===== src/sv/irl_pkg.sv =====
// Shared constants, register codes and distance tables for the IR range linearizer.
package irl_pkg;

   localparam int ADC_BITS_DEF = 10;
   localparam int CNT_W        = 8;
   localparam int MODEL_W      = 2;
   localparam int CSR_IDX_W    = 2;
   localparam int CSR_DATA_W   = 8;
   localparam int AVG_W        = 10;
   localparam int DIST_W       = 8;
   localparam int BOUND_W      = 10;
   localparam int TBL_IDX_W    = 7;
   localparam int SRCH_STEPS   = 7;
   localparam int QUEUE_DEPTH  = 2;

   localparam logic [CSR_IDX_W-1:0] CSR_SAMPLE_COUNT = 2'd0;
   localparam logic [CSR_IDX_W-1:0] CSR_SENSOR_MODEL = 2'd1;

   localparam logic [MODEL_W-1:0] MODEL_LONG  = 2'd1;
   localparam logic [MODEL_W-1:0] MODEL_SHORT = 2'd2;

   localparam logic [DIST_W-1:0] DIST_NO_TABLE = 8'd200;
   localparam logic [DIST_W-1:0] DIST_BEYOND   = 8'd0;

   localparam int LONG_LEN  = 73;
   localparam int SHORT_LEN = 44;

   localparam logic [BOUND_W-1:0] LONG_BOUND [LONG_LEN] = '{
      10'd60,  10'd63,  10'd71,  10'd72,  10'd73,  10'd74,  10'd75,  10'd76,
      10'd77,  10'd78,  10'd79,  10'd80,  10'd81,  10'd82,  10'd83,  10'd84,
      10'd85,  10'd87,  10'd88,  10'd89,  10'd90,  10'd92,  10'd93,  10'd94,
      10'd96,  10'd97,  10'd99,  10'd100, 10'd102, 10'd104, 10'd106, 10'd107,
      10'd109, 10'd111, 10'd113, 10'd115, 10'd118, 10'd120, 10'd122, 10'd125,
      10'd128, 10'd130, 10'd133, 10'd136, 10'd140, 10'd143, 10'd147, 10'd150,
      10'd154, 10'd158, 10'd163, 10'd168, 10'd173, 10'd178, 10'd184, 10'd190,
      10'd196, 10'd204, 10'd211, 10'd220, 10'd229, 10'd239, 10'd250, 10'd262,
      10'd275, 10'd290, 10'd307, 10'd326, 10'd347, 10'd373, 10'd402, 10'd437,
      10'd639
   };

   localparam logic [DIST_W-1:0] LONG_DIST [LONG_LEN] = '{
      8'd90, 8'd85, 8'd80, 8'd79, 8'd78, 8'd77, 8'd75, 8'd74,
      8'd73, 8'd72, 8'd71, 8'd70, 8'd69, 8'd68, 8'd67, 8'd66,
      8'd65, 8'd64, 8'd63, 8'd62, 8'd61, 8'd60, 8'd59, 8'd58,
      8'd57, 8'd56, 8'd55, 8'd54, 8'd53, 8'd52, 8'd51, 8'd50,
      8'd49, 8'd48, 8'd47, 8'd46, 8'd45, 8'd44, 8'd43, 8'd42,
      8'd41, 8'd40, 8'd39, 8'd38, 8'd37, 8'd36, 8'd35, 8'd34,
      8'd33, 8'd32, 8'd31, 8'd30, 8'd29, 8'd28, 8'd27, 8'd26,
      8'd25, 8'd24, 8'd23, 8'd22, 8'd21, 8'd20, 8'd19, 8'd18,
      8'd17, 8'd16, 8'd15, 8'd14, 8'd13, 8'd12, 8'd11, 8'd10,
      8'd5
   };

   localparam logic [BOUND_W-1:0] SHORT_BOUND [SHORT_LEN] = '{
      10'd27,  10'd33,  10'd40,  10'd48,  10'd50,  10'd52,  10'd53,  10'd55,
      10'd57,  10'd58,  10'd60,  10'd63,  10'd64,  10'd67,  10'd69,  10'd72,
      10'd77,  10'd79,  10'd80,  10'd84,  10'd88,  10'd92,  10'd96,  10'd100,
      10'd106, 10'd114, 10'd121, 10'd126, 10'd133, 10'd142, 10'd149, 10'd161,
      10'd173, 10'd186, 10'd198, 10'd217, 10'd238, 10'd265, 10'd291, 10'd326,
      10'd383, 10'd424, 10'd519, 10'd606
   };

   localparam logic [DIST_W-1:0] SHORT_DIST [SHORT_LEN] = '{
      8'd70, 8'd60, 8'd50, 8'd45, 8'd42, 8'd41, 8'd40, 8'd39,
      8'd38, 8'd37, 8'd36, 8'd35, 8'd34, 8'd33, 8'd32, 8'd31,
      8'd30, 8'd29, 8'd28, 8'd27, 8'd26, 8'd25, 8'd24, 8'd23,
      8'd22, 8'd21, 8'd20, 8'd19, 8'd18, 8'd17, 8'd16, 8'd15,
      8'd14, 8'd13, 8'd12, 8'd11, 8'd10, 8'd9,  8'd8,  8'd7,
      8'd6,  8'd5,  8'd4,  8'd3
   };

   typedef enum logic [2:0] {
      BK_IDLE,
      BK_DIVIDE,
      BK_SEARCH,
      BK_LOOKUP,
      BK_HOLD
   } irl_back_state_type;

   // Number of entries in the selected table (zero when no table).
   function automatic logic [TBL_IDX_W-1:0] tbl_len(input logic [MODEL_W-1:0] model);
      logic [TBL_IDX_W-1:0] len;
      len = '0;
      if (model == MODEL_LONG) begin
         len = TBL_IDX_W'(LONG_LEN);
      end else if (model == MODEL_SHORT) begin
         len = TBL_IDX_W'(SHORT_LEN);
      end
      return len;
   endfunction

   // Bound of one entry; entries past the end read as zero and are never used.
   function automatic logic [BOUND_W-1:0] tbl_bound(input logic [MODEL_W-1:0] model,
                                                    input logic [TBL_IDX_W-1:0] idx);
      logic [BOUND_W-1:0] bound;
      bound = '0;
      if (model == MODEL_LONG && idx < TBL_IDX_W'(LONG_LEN)) begin
         bound = LONG_BOUND[idx];
      end else if (model == MODEL_SHORT && idx < TBL_IDX_W'(SHORT_LEN)) begin
         bound = SHORT_BOUND[idx[5:0]];
      end
      return bound;
   endfunction

   function automatic logic [DIST_W-1:0] tbl_dist(input logic [MODEL_W-1:0] model,
                                                  input logic [TBL_IDX_W-1:0] idx);
      logic [DIST_W-1:0] cm;
      cm = DIST_NO_TABLE;
      if (model == MODEL_LONG) begin
         cm = (idx < TBL_IDX_W'(LONG_LEN)) ? LONG_DIST[idx] : DIST_BEYOND;
      end else if (model == MODEL_SHORT) begin
         cm = (idx < TBL_IDX_W'(SHORT_LEN)) ? SHORT_DIST[idx[5:0]] : DIST_BEYOND;
      end
      return cm;
   endfunction

endpackage


===== src/sv/ir_range_average_linearizer.sv =====
// Top level of the IR range average linearizer: registers, accumulator, queue, engine.
//
// Samples arrive as beats on req_ and are summed over a window of sample_count
// beats (zero counts as one). The beat that closes a window produces one rsp_
// beat holding the truncated mean and the distance in centimetres from the
// selected threshold table (long range, short range, or 200 when no table is
// selected); the other sample beats produce nothing. Sample beats are taken
// one per clock while the two-entry window queue has room. Each closed window
// then passes in turn through the bit-serial divider, the binary table search,
// the distance lookup and the output hold until the rsp_ beat is taken; only
// then does the engine pop the next window from the queue. Configuration
// writes on csr_ take effect at the next clock; a write to an index past
// sensor_model is dropped.
module ir_range_average_linearizer import irl_pkg::*; #(
   parameter int ADC_BITS = ADC_BITS_DEF
) (
   input  logic                                clock,
   input  logic                                reset,
   // Sample channel
   input  logic                                req_tvalid,
   output logic                                req_tready,
   input  logic [((ADC_BITS + 7) / 8) * 8-1:0] req_tdata,  // [ADC_BITS-1:0] adc_sample
   // Result channel
   output logic                                rsp_tvalid,
   input  logic                                rsp_tready,
   output logic [23:0]                         rsp_tdata,  // [9:0] average_level,
                                                           // [17:10] distance_cm
   // Register write port
   input  logic                                csr_wr_en,
   input  logic [CSR_IDX_W-1:0]                csr_index,
   input  logic [CSR_DATA_W-1:0]               csr_wdata
);

   localparam int SUM_W = ADC_BITS + 8;
   localparam int JOB_W = SUM_W + CNT_W;

   logic [CNT_W-1:0]   count_ff, count_in;
   logic [MODEL_W-1:0] model_ff, model_in;

   logic               job_push;
   logic [SUM_W-1:0]   job_sum_push;
   logic [CNT_W-1:0]   job_taken_push;
   logic               job_full;
   logic               job_pop;
   logic               job_empty;
   logic [JOB_W-1:0]   job_head;

   logic [AVG_W-1:0]   rsp_average;
   logic [DIST_W-1:0]  rsp_distance;

   // Register file: latch the write, drop indexes past the last register.
   always_comb begin
      count_in = count_ff;
      model_in = model_ff;
      if (csr_wr_en) begin
         if (csr_index == CSR_SAMPLE_COUNT) begin
            count_in = csr_wdata[CNT_W-1:0];
         end else if (csr_index == CSR_SENSOR_MODEL) begin
            model_in = csr_wdata[MODEL_W-1:0];
         end
      end
   end

   always_ff @(posedge clock) begin
      if (reset) begin
         count_ff <= CNT_W'(1);
         model_ff <= MODEL_LONG;
      end else begin
         count_ff <= count_in;
         model_ff <= model_in;
      end
   end

   // Accumulate samples; push each closed window as a divide job.
   irl_front #(
      .ADC_BITS(ADC_BITS)
   ) u_front (
      .clock       (clock),
      .reset       (reset),
      .in_valid    (req_tvalid),
      .in_ready    (req_tready),
      .in_sample   (req_tdata[ADC_BITS-1:0]),
      .sample_count(count_ff),
      .job_full    (job_full),
      .job_push    (job_push),
      .job_sum     (job_sum_push),
      .job_taken   (job_taken_push)
   );

   // Hold closed windows while the engine is busy.
   irl_queue #(
      .DATA_W(JOB_W)
   ) u_queue (
      .clock    (clock),
      .reset    (reset),
      .push     (job_push),
      .push_data({job_sum_push, job_taken_push}),
      .full     (job_full),
      .pop      (job_pop),
      .pop_data (job_head),
      .empty    (job_empty)
   );

   // Divide, search the table, and hold the result until the beat is taken.
   irl_back #(
      .ADC_BITS(ADC_BITS)
   ) u_back (
      .clock       (clock),
      .reset       (reset),
      .job_valid   (!job_empty),
      .job_pop     (job_pop),
      .job_sum     (job_head[JOB_W-1:CNT_W]),
      .job_taken   (job_head[CNT_W-1:0]),
      .sensor_model(model_ff),
      .out_valid   (rsp_tvalid),
      .out_ready   (rsp_tready),
      .out_average (rsp_average),
      .out_distance(rsp_distance)
   );

   assign rsp_tdata = {6'b0, rsp_distance, rsp_average};

endmodule


===== src/sv/irl_front.sv =====
// Sample accumulator: sums samples per window and queues each closed window.
module irl_front import irl_pkg::*; #(
   parameter int ADC_BITS = ADC_BITS_DEF
) (
   input  logic                  clock,
   input  logic                  reset,
   input  logic                  in_valid,
   output logic                  in_ready,
   input  logic [ADC_BITS-1:0]   in_sample,
   input  logic [CNT_W-1:0]      sample_count,
   input  logic                  job_full,
   output logic                  job_push,
   output logic [ADC_BITS+7:0]   job_sum,
   output logic [CNT_W-1:0]      job_taken
);

   localparam int SUM_W = ADC_BITS + 8;

   logic [SUM_W-1:0] sum_ff, sum_in;
   logic [CNT_W-1:0] taken_ff, taken_in;
   logic [CNT_W:0]   taken_next;
   logic [CNT_W:0]   count_eff;
   logic             accept;
   logic             close;

   assign in_ready   = !job_full;
   assign accept     = in_valid && in_ready;
   assign count_eff  = (sample_count == '0) ? (CNT_W+1)'(1) : {1'b0, sample_count};
   assign taken_next = {1'b0, taken_ff} + (CNT_W+1)'(1);
   assign close      = taken_next >= count_eff;

   always_comb begin
      sum_in   = sum_ff;
      taken_in = taken_ff;
      if (accept) begin
         if (close) begin
            sum_in   = '0;
            taken_in = '0;
         end else begin
            sum_in   = sum_ff + SUM_W'(in_sample);
            taken_in = taken_next[CNT_W-1:0];
         end
      end
   end

   assign job_push  = accept && close;
   assign job_sum   = sum_ff + SUM_W'(in_sample);
   assign job_taken = taken_next[CNT_W-1:0];

   always_ff @(posedge clock) begin
      if (reset) begin
         sum_ff   <= '0;
         taken_ff <= '0;
      end else begin
         sum_ff   <= sum_in;
         taken_ff <= taken_in;
      end
   end

endmodule


===== src/sv/irl_queue.sv =====
// Short job queue between the accumulator and the divide/search engine.
module irl_queue import irl_pkg::*; #(
   parameter int DATA_W = ADC_BITS_DEF + 16
) (
   input  logic              clock,
   input  logic              reset,
   input  logic              push,
   input  logic [DATA_W-1:0] push_data,
   output logic              full,
   input  logic              pop,
   output logic [DATA_W-1:0] pop_data,
   output logic              empty
);

   localparam int PTR_W = $clog2(QUEUE_DEPTH);
   localparam int FILL_W = $clog2(QUEUE_DEPTH + 1);

   logic [DATA_W-1:0] mem [QUEUE_DEPTH];
   logic [PTR_W-1:0]  wr_ptr_ff, wr_ptr_in;
   logic [PTR_W-1:0]  rd_ptr_ff, rd_ptr_in;
   logic [FILL_W-1:0] fill_ff, fill_in;
   logic              do_push;
   logic              do_pop;

   assign full     = fill_ff == FILL_W'(QUEUE_DEPTH);
   assign empty    = fill_ff == '0;
   assign do_push  = push && !full;
   assign do_pop   = pop && !empty;
   assign pop_data = mem[rd_ptr_ff];

   always_comb begin
      wr_ptr_in = wr_ptr_ff;
      rd_ptr_in = rd_ptr_ff;
      fill_in   = fill_ff;
      if (do_push) begin
         wr_ptr_in = (wr_ptr_ff == PTR_W'(QUEUE_DEPTH - 1)) ? '0 : wr_ptr_ff + PTR_W'(1);
      end
      if (do_pop) begin
         rd_ptr_in = (rd_ptr_ff == PTR_W'(QUEUE_DEPTH - 1)) ? '0 : rd_ptr_ff + PTR_W'(1);
      end
      if (do_push && !do_pop) begin
         fill_in = fill_ff + FILL_W'(1);
      end else if (do_pop && !do_push) begin
         fill_in = fill_ff - FILL_W'(1);
      end
   end

   always_ff @(posedge clock) begin
      if (do_push) begin
         mem[wr_ptr_ff] <= push_data;
      end
   end

   always_ff @(posedge clock) begin
      if (reset) begin
         wr_ptr_ff <= '0;
         rd_ptr_ff <= '0;
         fill_ff   <= '0;
      end else begin
         wr_ptr_ff <= wr_ptr_in;
         rd_ptr_ff <= rd_ptr_in;
         fill_ff   <= fill_in;
      end
   end

endmodule


===== src/sv/irl_back.sv =====
// Window engine: bit-serial divide, binary table search, result register.
module irl_back import irl_pkg::*; #(
   parameter int ADC_BITS = ADC_BITS_DEF
) (
   input  logic                clock,
   input  logic                reset,
   input  logic                job_valid,
   output logic                job_pop,
   input  logic [ADC_BITS+7:0] job_sum,
   input  logic [CNT_W-1:0]    job_taken,
   input  logic [MODEL_W-1:0]  sensor_model,
   output logic                out_valid,
   input  logic                out_ready,
   output logic [AVG_W-1:0]    out_average,
   output logic [DIST_W-1:0]   out_distance
);

   localparam int SUM_W  = ADC_BITS + 8;
   localparam int STEP_W = $clog2(SUM_W);
   localparam int CMP_W  = (ADC_BITS > BOUND_W) ? ADC_BITS : BOUND_W;
   localparam int BIT_W  = $clog2(SRCH_STEPS);

   irl_back_state_type state_ff, state_in;

   logic [CNT_W-1:0]     rem_ff, rem_in;
   logic [SUM_W-1:0]     quo_ff, quo_in;
   logic [CNT_W-1:0]     div_ff, div_in;
   logic [STEP_W-1:0]    step_ff, step_in;
   logic [TBL_IDX_W-1:0] pos_ff, pos_in;
   logic [BIT_W-1:0]     bit_ff, bit_in;
   logic [AVG_W-1:0]     avg_ff, avg_in;
   logic [DIST_W-1:0]    dist_ff, dist_in;

   logic [CNT_W:0]       trial;
   logic                 trial_ge;
   logic [ADC_BITS-1:0]  level;
   logic [TBL_IDX_W-1:0] probe;
   logic                 probe_below;

   // Restoring divide step: shift in the next dividend bit, subtract if it fits.
   assign trial    = {rem_ff, quo_ff[SUM_W-1]};
   assign trial_ge = trial >= {1'b0, div_ff};

   // Binary search: count entries whose bound lies below the average.
   assign level       = quo_ff[ADC_BITS-1:0];
   assign probe       = pos_ff + ((TBL_IDX_W'(1) << bit_ff) - TBL_IDX_W'(1));
   assign probe_below = (probe < tbl_len(sensor_model)) &&
                        (CMP_W'(tbl_bound(sensor_model, probe)) < CMP_W'(level));

   always_comb begin
      state_in = state_ff;
      unique case (state_ff)
         BK_IDLE: begin
            if (job_valid) begin
               state_in = BK_DIVIDE;
            end
         end
         BK_DIVIDE: begin
            if (step_ff == STEP_W'(SUM_W - 1)) begin
               state_in = BK_SEARCH;
            end
         end
         BK_SEARCH: begin
            if (bit_ff == '0) begin
               state_in = BK_LOOKUP;
            end
         end
         BK_LOOKUP: begin
            state_in = BK_HOLD;
         end
         BK_HOLD: begin
            if (out_ready) begin
               state_in = BK_IDLE;
            end
         end
         default: begin
            state_in = BK_IDLE;
         end
      endcase
   end

   always_comb begin
      job_pop   = 1'b0;
      out_valid = 1'b0;
      rem_in    = rem_ff;
      quo_in    = quo_ff;
      div_in    = div_ff;
      step_in   = step_ff;
      pos_in    = pos_ff;
      bit_in    = bit_ff;
      avg_in    = avg_ff;
      dist_in   = dist_ff;
      unique case (state_ff)
         BK_IDLE: begin
            job_pop = job_valid;
            quo_in  = job_sum;
            div_in  = job_taken;
            rem_in  = '0;
            step_in = '0;
         end
         BK_DIVIDE: begin
            quo_in  = {quo_ff[SUM_W-2:0], trial_ge};
            rem_in  = trial_ge ? CNT_W'(trial - {1'b0, div_ff}) : trial[CNT_W-1:0];
            step_in = step_ff + STEP_W'(1);
            pos_in  = '0;
            bit_in  = BIT_W'(SRCH_STEPS - 1);
         end
         BK_SEARCH: begin
            if (probe_below) begin
               pos_in = probe + TBL_IDX_W'(1);
            end
            bit_in = bit_ff - BIT_W'(1);
         end
         BK_LOOKUP: begin
            avg_in  = AVG_W'(level);
            dist_in = tbl_dist(sensor_model, pos_ff);
         end
         BK_HOLD: begin
            out_valid = 1'b1;
         end
         default: begin
         end
      endcase
   end

   assign out_average  = avg_ff;
   assign out_distance = dist_ff;

   always_ff @(posedge clock) begin
      if (reset) begin
         state_ff <= BK_IDLE;
      end else begin
         state_ff <= state_in;
      end
   end

   always_ff @(posedge clock) begin
      rem_ff  <= rem_in;
      quo_ff  <= quo_in;
      div_ff  <= div_in;
      step_ff <= step_in;
      pos_ff  <= pos_in;
      bit_ff  <= bit_in;
      avg_ff  <= avg_in;
      dist_ff <= dist_in;
   end

endmodule


===== config.mk =====
export PLATFORM = sky130hd
export DESIGN_NAME = ir_range_average_linearizer
export DESIGN_NICKNAME = d
export VERILOG_FILES = /design/src/sv/irl_pkg.sv /design/src/sv/ir_range_average_linearizer.sv /design/src/sv/irl_front.sv /design/src/sv/irl_queue.sv /design/src/sv/irl_back.sv
export SDC_FILE = /design/constraint.sdc
export NUM_CORES = 1
export LEC_CHECK = 0
export BUFFER_PORTS_ARGS = -buffer_cell sky130_fd_sc_hd__buf_2
export CORE_ASPECT_RATIO = 1.5
export CORE_MARGIN = 2
export CORE_UTILIZATION = 35
export DETAILED_ROUTE_END_ITERATION = 16
export MAX_ROUTING_LAYER = met4
export RECOVER_POWER = 100
export SYNTH_ARGS = -nofsm -noshare
export SYNTH_HDL_FRONTEND = slang
export SYNTH_SLANG_ARGS = --single-unit

===== constraint.sdc =====
create_clock -name clock -period 8.2 [get_ports clock]
set_input_delay 0.41 -clock clock [delete_from_list [all_inputs] [get_ports clock]]
set_output_delay 0.41 -clock clock [all_outputs]
set_load 0.05 [all_outputs]

## Yosys cells after proc, flatten, opt, wreduce, memory -nomap -nowiden

Memories as Yosys holds them, arrays and structs flattened. A register that Yosys moved wholly into a read port is not among the register bits.
Index checks and enable logic that the tools add are counted.

| word-level totals | value |
|---|---|
| logic and storage cells | 131 |
| register bits | 110 |
| memories kept | 5 |
| output and inout bits | 26 |
| memory bits (writable) | 52 |
| input port bits | 31 |
| bits in read-only memories | 3,456 |

Memories:

| name | words | width | read ports | clocked after Yosys merged registers in | wr ports | line | source |
|---|---|---|---|---|---|---|---|
| (no name shown) | 128 | 10 | 1 | 0 | 0 | irl_pkg.sv:98 | `bound = LONG_BOUND[idx];` |
| (no name shown) | 128 | 8 | 1 | 0 | 0 | irl_pkg.sv:110 | `cm = (idx < TBL_IDX_W'(LONG_LEN)) ? LONG_DIST[idx] : DIST_BEYOND;` |
| (no name shown) | 64 | 10 | 1 | 0 | 0 | irl_pkg.sv:100 | `bound = SHORT_BOUND[idx[5:0]];` |
| (no name shown) | 64 | 8 | 1 | 0 | 0 | irl_pkg.sv:112 | `cm = (idx < TBL_IDX_W'(SHORT_LEN)) ? SHORT_DIST[idx[5:0]] : DIST_BEYOND;` |
| u_queue.mem | 2 | 26 | 1 | 1 | 1 | irl_queue.sv:18 | `logic [DATA_W-1:0] mem [QUEUE_DEPTH];` |

| cells by class | value |
|---|---|
| $add $sub $neg | 12 |
| shift operators | 1 |
| reduce and logical (&&, ||, !) cells | 25 |
| bitwise gates (word level) | 5 |
| equal/unequal tests | 14 |
| magnitude comparators | 12 |
| mux-type cells | 41 |

Operators by type and width:

| operator | number |
|---|---|
| $mux 8 | 11 |
| $mux 10 | 6 |
| $pmux 18 s2 | 1 |
| $add 18x10->18 | 1 |
| $mux 18 | 1 |
| $ge 8x8->1 const B | 2 |
| $not 7->8 | 2 |
| $pmux 8 s2 | 1 |
| $pmux 3 s5 | 1 |
| $ge 7x7->1 const B | 2 |
| $lt 7x6->1 const B | 2 |
| $lt 7x7->1 const B | 2 |
| $mux 7 | 2 |
| $not 6->7 | 2 |
| $pmux 7 s2 | 1 |
| $mux 3 | 4 |
| $lt 10x10->1 | 1 |
| $pmux 5 s2 | 1 |
| $add 8x1->9 const B | 1 |
| $ge 9x8->1 | 1 |
| $ge 9x9->1 | 1 |
| $logic_and 1x1->1 | 9 |
| $logic_not 8->1 | 1 |
| $mux 1 | 8 |
| other kinds (30) | 46 |

## Longest topological paths before layout

| logic depth | value |
|---|---|
| word-level depth | 13 |
| depth in mapped cells | 26 |
| gate-level depth less buffers | 24 |

## Modules after synthesis

From an unflattened synthesis, not the netlist that was laid out.

| unflattened totals | value |
|---|---|
| cell total of the unflattened synthesis | 1,080 |
| area total of the unflattened synthesis | 10,377.5 um2 |

Modules (own cells, without submodules):

| module | area an instance (um2) | seq. area each (um2) | times used | cells each |
|---|---|---|---|---|
| irl_back | 5,805.6 | 2,072.0 | 1 | 679 |
| irl_queue | 2,087.0 | 1,661.6 | 1 | 106 |
| irl_front | 1,985.7 | 520.5 | 1 | 245 |
| ir_range_average_linearizer | 499.2 | 200.2 | 1 | 50 |

## Worst setup path before layout

OpenSTA, ideal clock, no wires.

| path | value |
|---|---|
| kind | register to register |
| from | register u_back.bit_ff[1] |
| to | register u_back.pos_ff[0], enable pin |
| data required time | 7.817 ns |
| setup slack | 2.675 ns |
| path buffers | 1 |
| cell stages (with the launch flop) | 25 |
| period minus slack after synthesis | 5.525 ns |
| library setup time | 0.383 ns |
| arrival | 5.142 ns |
| cell sequence | edfxtp_1 > inv_1 > ha_1 > nand2b_1 > ha_1 > inv_1 > ha_1 > inv_1 > fa_1 > clkinv_1 > clkbuf_1 > ha_1 > nor3_1 > a21oi_1 > mux4_2 > o21ai_0 > o2bb2ai_1 > ha_1 > a21o_1 > a21o_1 > a21oi_1 > o211ai_1 > a21oi_1 > nand4b_1 > o31ai_1 |

| on the way | value |
|---|---|
| word-level cells in the longest chain between the ends | 13 |
| elaborated cells on any way between the ends | 22 |
| classes of those cells | add/sub (2); order compare (4); eq/ne (1); shift (1); mux (6); bitwise (2); reduce/logical (4); memory (2) |

Ends and longest elaborated chain:

| what | line | source |
|---|---|---|
| start, declared | irl_back.sv:30 | `logic [BIT_W-1:0] bit_ff, bit_in;` |
| start signal, assigned | irl_back.sv:143 | `bit_ff <= bit_in;` |
| $shl 1x3->7 * | irl_back.sv:46 | `assign probe = pos_ff + ((TBL_IDX_W'(1) << bit_ff) - TBL_IDX_W'(1));` |
| $sub 7x1->7 * | irl_back.sv:46 |  |
| $add 7x7->7 * | irl_back.sv:46 |  |
| $not 6->7 (not written as such) | irl_pkg.sv:100 |  |
| $mem_v2 64x10 | - |  |
| $mux 10 (not written as such) (2 in a row) | irl_pkg.sv:100 |  |
| $mux 10 | irl_pkg.sv:99 | `end else if (model == MODEL_SHORT && idx < TBL_IDX_W'(SHORT_LEN)) begin` |
| $mux 10 | irl_pkg.sv:97 | `if (model == MODEL_LONG && idx < TBL_IDX_W'(LONG_LEN)) begin` |
| $lt 10x10->1 | irl_back.sv:48 | `(CMP_W'(tbl_bound(sensor_model, probe)) < CMP_W'(level));` |
| $logic_and 1x1->1 * | irl_back.sv:47 | `assign probe_below = (probe < tbl_len(sensor_model)) &&` |
| $ne 2x1->1 (no line) * | - |  |
| $reduce_and 2->1 (no line) * | - |  |
| end signal, assigned | irl_back.sv:142 | `pos_ff <= pos_in;` |
| end, declared | irl_back.sv:29 | `logic [TBL_IDX_W-1:0] pos_ff, pos_in;` |

Mark *: on every way between the ends. The rest lies on a longest branch, timed or not. The select of a mux whose other input is x is not followed.
A chain may end at the register's enable or synchronous reset.

## Worst setup path after layout

| path | value |
|---|---|
| from | register u_back.pos_ff[3] |
| to | register u_back.pos_ff[5], enable pin |

| on the way | value |
|---|---|
| word-level cells in the longest chain between the ends | 11 |
| elaborated cells on any way between the ends | 20 |
| classes of those cells | add/sub (1); order compare (4); eq/ne (1); mux (6); bitwise (2); reduce/logical (4); memory (2) |

Ends and longest elaborated chain:

| what | line |
|---|---|
| $add 7x7->7 * | irl_back.sv:46 |
| $not 6->7 (not written as such) | irl_pkg.sv:100 |
| $mem_v2 64x10 | - |
| $mux 10 (not written as such) (2 in a row) | irl_pkg.sv:100 |
| $mux 10 | irl_pkg.sv:99 |
| $mux 10 | irl_pkg.sv:97 |
| $lt 10x10->1 | irl_back.sv:48 |
| $logic_and 1x1->1 * | irl_back.sv:47 |
| $ne 2x1->1 (no line) * | - |
| $reduce_and 2->1 (no line) * | - |

Marks and branches as above.

==> summary.md <==
| Metric | Value |
|---|---|
| Maxcap violations | `5` |
| Mapped Area | `0.01036 sq mm` |
| EDFF count, synth | `around 120` |
| Final setup vio count | `0` |
| Fin crit share | `83.74%` |
| CTS Buffer Depth | `2` |
| WL final | `between 20,000 and 25,000 microns` |
| Crit. End Element | `flip-flop` |
| Synthesized-area fraction occupied by adder cells | `10.84%` |
| I/O pin total | `57` |
| GRT Util Overall | `16.82%` |
| Largest net degree at the start of global routing | `52` |
| Commonest non-fill, non-tap cells in the layout | `119 x edfxtp_1, 100 x nand2_1, 85 x ha_1` |
| Main synth FF type | `edfxtp_1` |
| Die W | `around 140 microns` |
| Drt first pass iters | `5` |
| Status | `finished, violations left` |
| Crit-path slowest cell | `or2_0` |
| Nets | `1,226` |
| Mux contribution to synthesized area | `around 3.8%` |
| CP startpoint kind | `flip-flop` |
| Hpwl dp | `18,190 microns` |
| Core region area | `0.02929 sq mm` |
| Setup Buffers After CTS | `0` |
| Grt ovf | `0` |
| GPL Wtd Cong | `roughly 0.94` |
| Clock Skew | `0.02159 ns` |
| Ant. Diodes | `0` |
| Sequential fraction of the synthesis area | `42.98%` |
| Reg area | `approximately 0.0045 sq mm` |
| Worst skew pair latency | `0.45 ns` |
| Final Hold Vio Count | `0` |
| Depth of the most critical reg-to-reg path | `20` |
| WS Path Type | `flip-flop to flip-flop` |
| Hold Buf Count CTS | `0` |
| TritonCTS sink count | `163` |
| Total number of vias | `8,079` |
| Initial DRC Count | `661` |
| Simple-gate share of the synthesized area | `15.70%` |
| Post-Syn Area per Cell | `between 9 and 10 sq um` |
| Fin Setup TNS | `0 ns` |
| CTS Root Buffer Type | `clkbuf_16` |
| Synthesized flop and latch total | `163` |
| CP required | `8.32 ns` |
| CP max stage delay | `1.17 ns` |
| Antenna Nets Post-Route | `0` |
| Rows | `77` |
| Multi-input gate area | `0.005311 sq mm` |
| Max Fanout on Critical Path | `24` |
| Fmax | `145.6 MHz` |
| Area grow syn2layout | `10.49%` |
| Pins Over Slew Limit | `138` |
| Starting Density | `35.38%` |
| Crit path DAT | `6.98 ns` |
| CTS buffer count | `17` |
| RSZ-0062 raised after global routing | `false` |
| Hold Path Class | `primary input to flip-flop` |
| YS warnings | `0` |
| TritonCTS clock tree | `yes` |
| Die Y-Extent | `between 200 and 250 microns` |
| Failing checks | `capacitance limit, slew limit` |
| Vias per cell | `about 5.3` |
| Routed len/inst | `16.30 microns` |
| Critical Path Sink | `u_back.pos_ff[5]` |
| Die area | `approximately 0.031 sq mm` |
| Least-Margin Pin Slew | `2.377 ns` |
| Fillers | `2,986` |
| Port buffer count | `44` |
| Worst R2R End | `u_back.pos_ff[5]` |
| Drc violations | `0` |
| H-tree lvl count | `4` |
| XOR/XNOR Fraction of Synth Area | `3.634%` |
| Reg-to-Reg Start | `u_back.pos_ff[3]` |
| First-pass GRT wire length | `about 40,000 microns` |
| Worst-path clk slew | `0.07 ns` |
| Number of global-route vias before repair | `a little under 8k` |
| Largest family of logic cells by synthesized area | `compound AO/OA/AOI/OAI gates` |
| CTS resizes | `0` |
| Asr flop ratio synth | `0%` |
| Antenna violations before repair | `0` |
| Slew margin rel. | `-60.57%` |
| Synth cell types | `82` |
| R2r setup slk | `1.33 ns` |
| Syn Inst Count | `1,088` |
| Critical-path cell list | `clkinv_1 -> ha_1 -> inv_1 -> ha_1 -> a21oi_1 -> and3b_1 -> or2_0 -> nand3_1 -> nor3_1 -> o21ai_0 -> o311ai_0 -> ha_1 -> a21o_1 -> a21o_1 -> a21oi_1 -> o211ai_1 -> a21oi_1 -> nand4b_1 -> o31ai_1 -> clkbuf_1` |
| CP Launch Point | `u_back.pos_ff[3]` |
| Compound-Gate Fraction of Synth Area | `~17%` |
| Share of layout cells above drive strength 1 | `7.679%` |
| Commonest non-fill, non-tap cell in the layout | `edfxtp_1` |
| Minimum clock period | `6.867 ns` |
worst min-delay path by stage:
stage	cells after the start	endpoint	from	slack (ns)
5_1_grt	3	count_ff[7]	csr_wdata[7]	0.20
6_report	3	count_ff[7]	csr_wdata[7]	0.19
2_1_floorplan	2	u_front.sum_ff[0]	u_front.sum_ff[0]	0.44
4_1_cts	3	count_ff[7]	csr_wdata[7]	0.18
3_3_place_gp	2	u_front.sum_ff[0]	u_front.sum_ff[0]	0.44
3_5_place_dp	2	u_front.sum_ff[7]	u_front.sum_ff[7]	0.45
sequential cells by signal (all words and copies together), names as in the netlist, 3 cells and up, named ones only:
signal and count:
u_back.bit_ff 3, u_back.step_ff 5, u_back.out_average 10, u_queue.mem 52, u_back.rem_ff 8, u_back.div_ff 8, u_back.state_ff 3, u_back.quo_ff 18
u_back.out_distance 8, u_front.taken_ff 8, count_ff 8, u_back.pos_ff 7, u_front.sum_ff 18
synthesized netlist by cell type, types with 18 or more instances:
cell type / count / area, sq um
mux2i_1: 26 / 260.3
inv_1: 73 / 274.0
xnor2_1: 20 / 175.2
clkbuf_1: 38 / 142.6
nor2_1: 83 / 311.6
nor3_1: 27 / 135.1
dfxtp_1: 44 / 880.8
nand3_1: 43 / 215.2
xor2_1: 18 / 157.7
ha_1: 85 / 1064
nand2_1: 100 / 375.4
o21ai_0: 70 / 350.3
edfxtp_1: 119 / 3573
a21oi_1: 81 / 405.4
worst max-delay path: cells and delay by family, from the launching register on:
kind / cells / cell delay (ns)
AO/OA/AOI/OAI: 9 / 1.75
adder cells (fa/ha/maj): 3 / 1.09
buffers and inverters: 3 / 0.73
flip-flops: 1 / 0.59
AND/OR/NAND/NOR: 5 / 2.36
per-layer routing:
layer  global-route usage [%]  routed length, microns  part of all wire (%)  vias to the layer above
met5                        -                       0                     0                        -
met4                    9.094                    1064                   4.3                        0
met3                    2.317                     659                   2.7                       63
met2                    30.76                   13580                    55                      173
met1                    16.94                    9395                    38                     3864
li1                         -                       -                     -                     3979
cells by family after synthesis:
logic type               Yosys count
buffers and inverters            143
multiplexers                      37
AND/OR/NAND/NOR                  338
other                              1
XOR/XNOR                          40
AO/OA/AOI/OAI                    278
adder cells (fa/ha/maj)           88
flip-flops                       163
final cells by class:
class	instances	share of cell area, %
multi-input cells	787	46.39
well taps	395	4.316
inverters	79	2.590
repair buffers	59	2.448
flip-flops and latches	163	38.90
clock inverters	13	1.202
clock buffers	19	4.153
through the flow:
step           cells  hold slack, ns  util [%]  instance area (sq um)  setup slack, ns
6_report        1515          0.1918     39.09                  11450            1.333
5_1_grt         1515          0.1986     39.09                  11450           0.8972
4_1_cts         1515          0.1825     39.41                  11540            2.228
3_5_place_dp    1483          0.4499     37.32                  10930            2.234
3_3_place_gp    1483          0.4439     37.32                  10930            2.266
2_1_floorplan   1093          0.4356         -                  10380            2.675
Power is not shown: default switching activity piles up to over one toggle a cycle in this logic, so the estimate is an artifact.
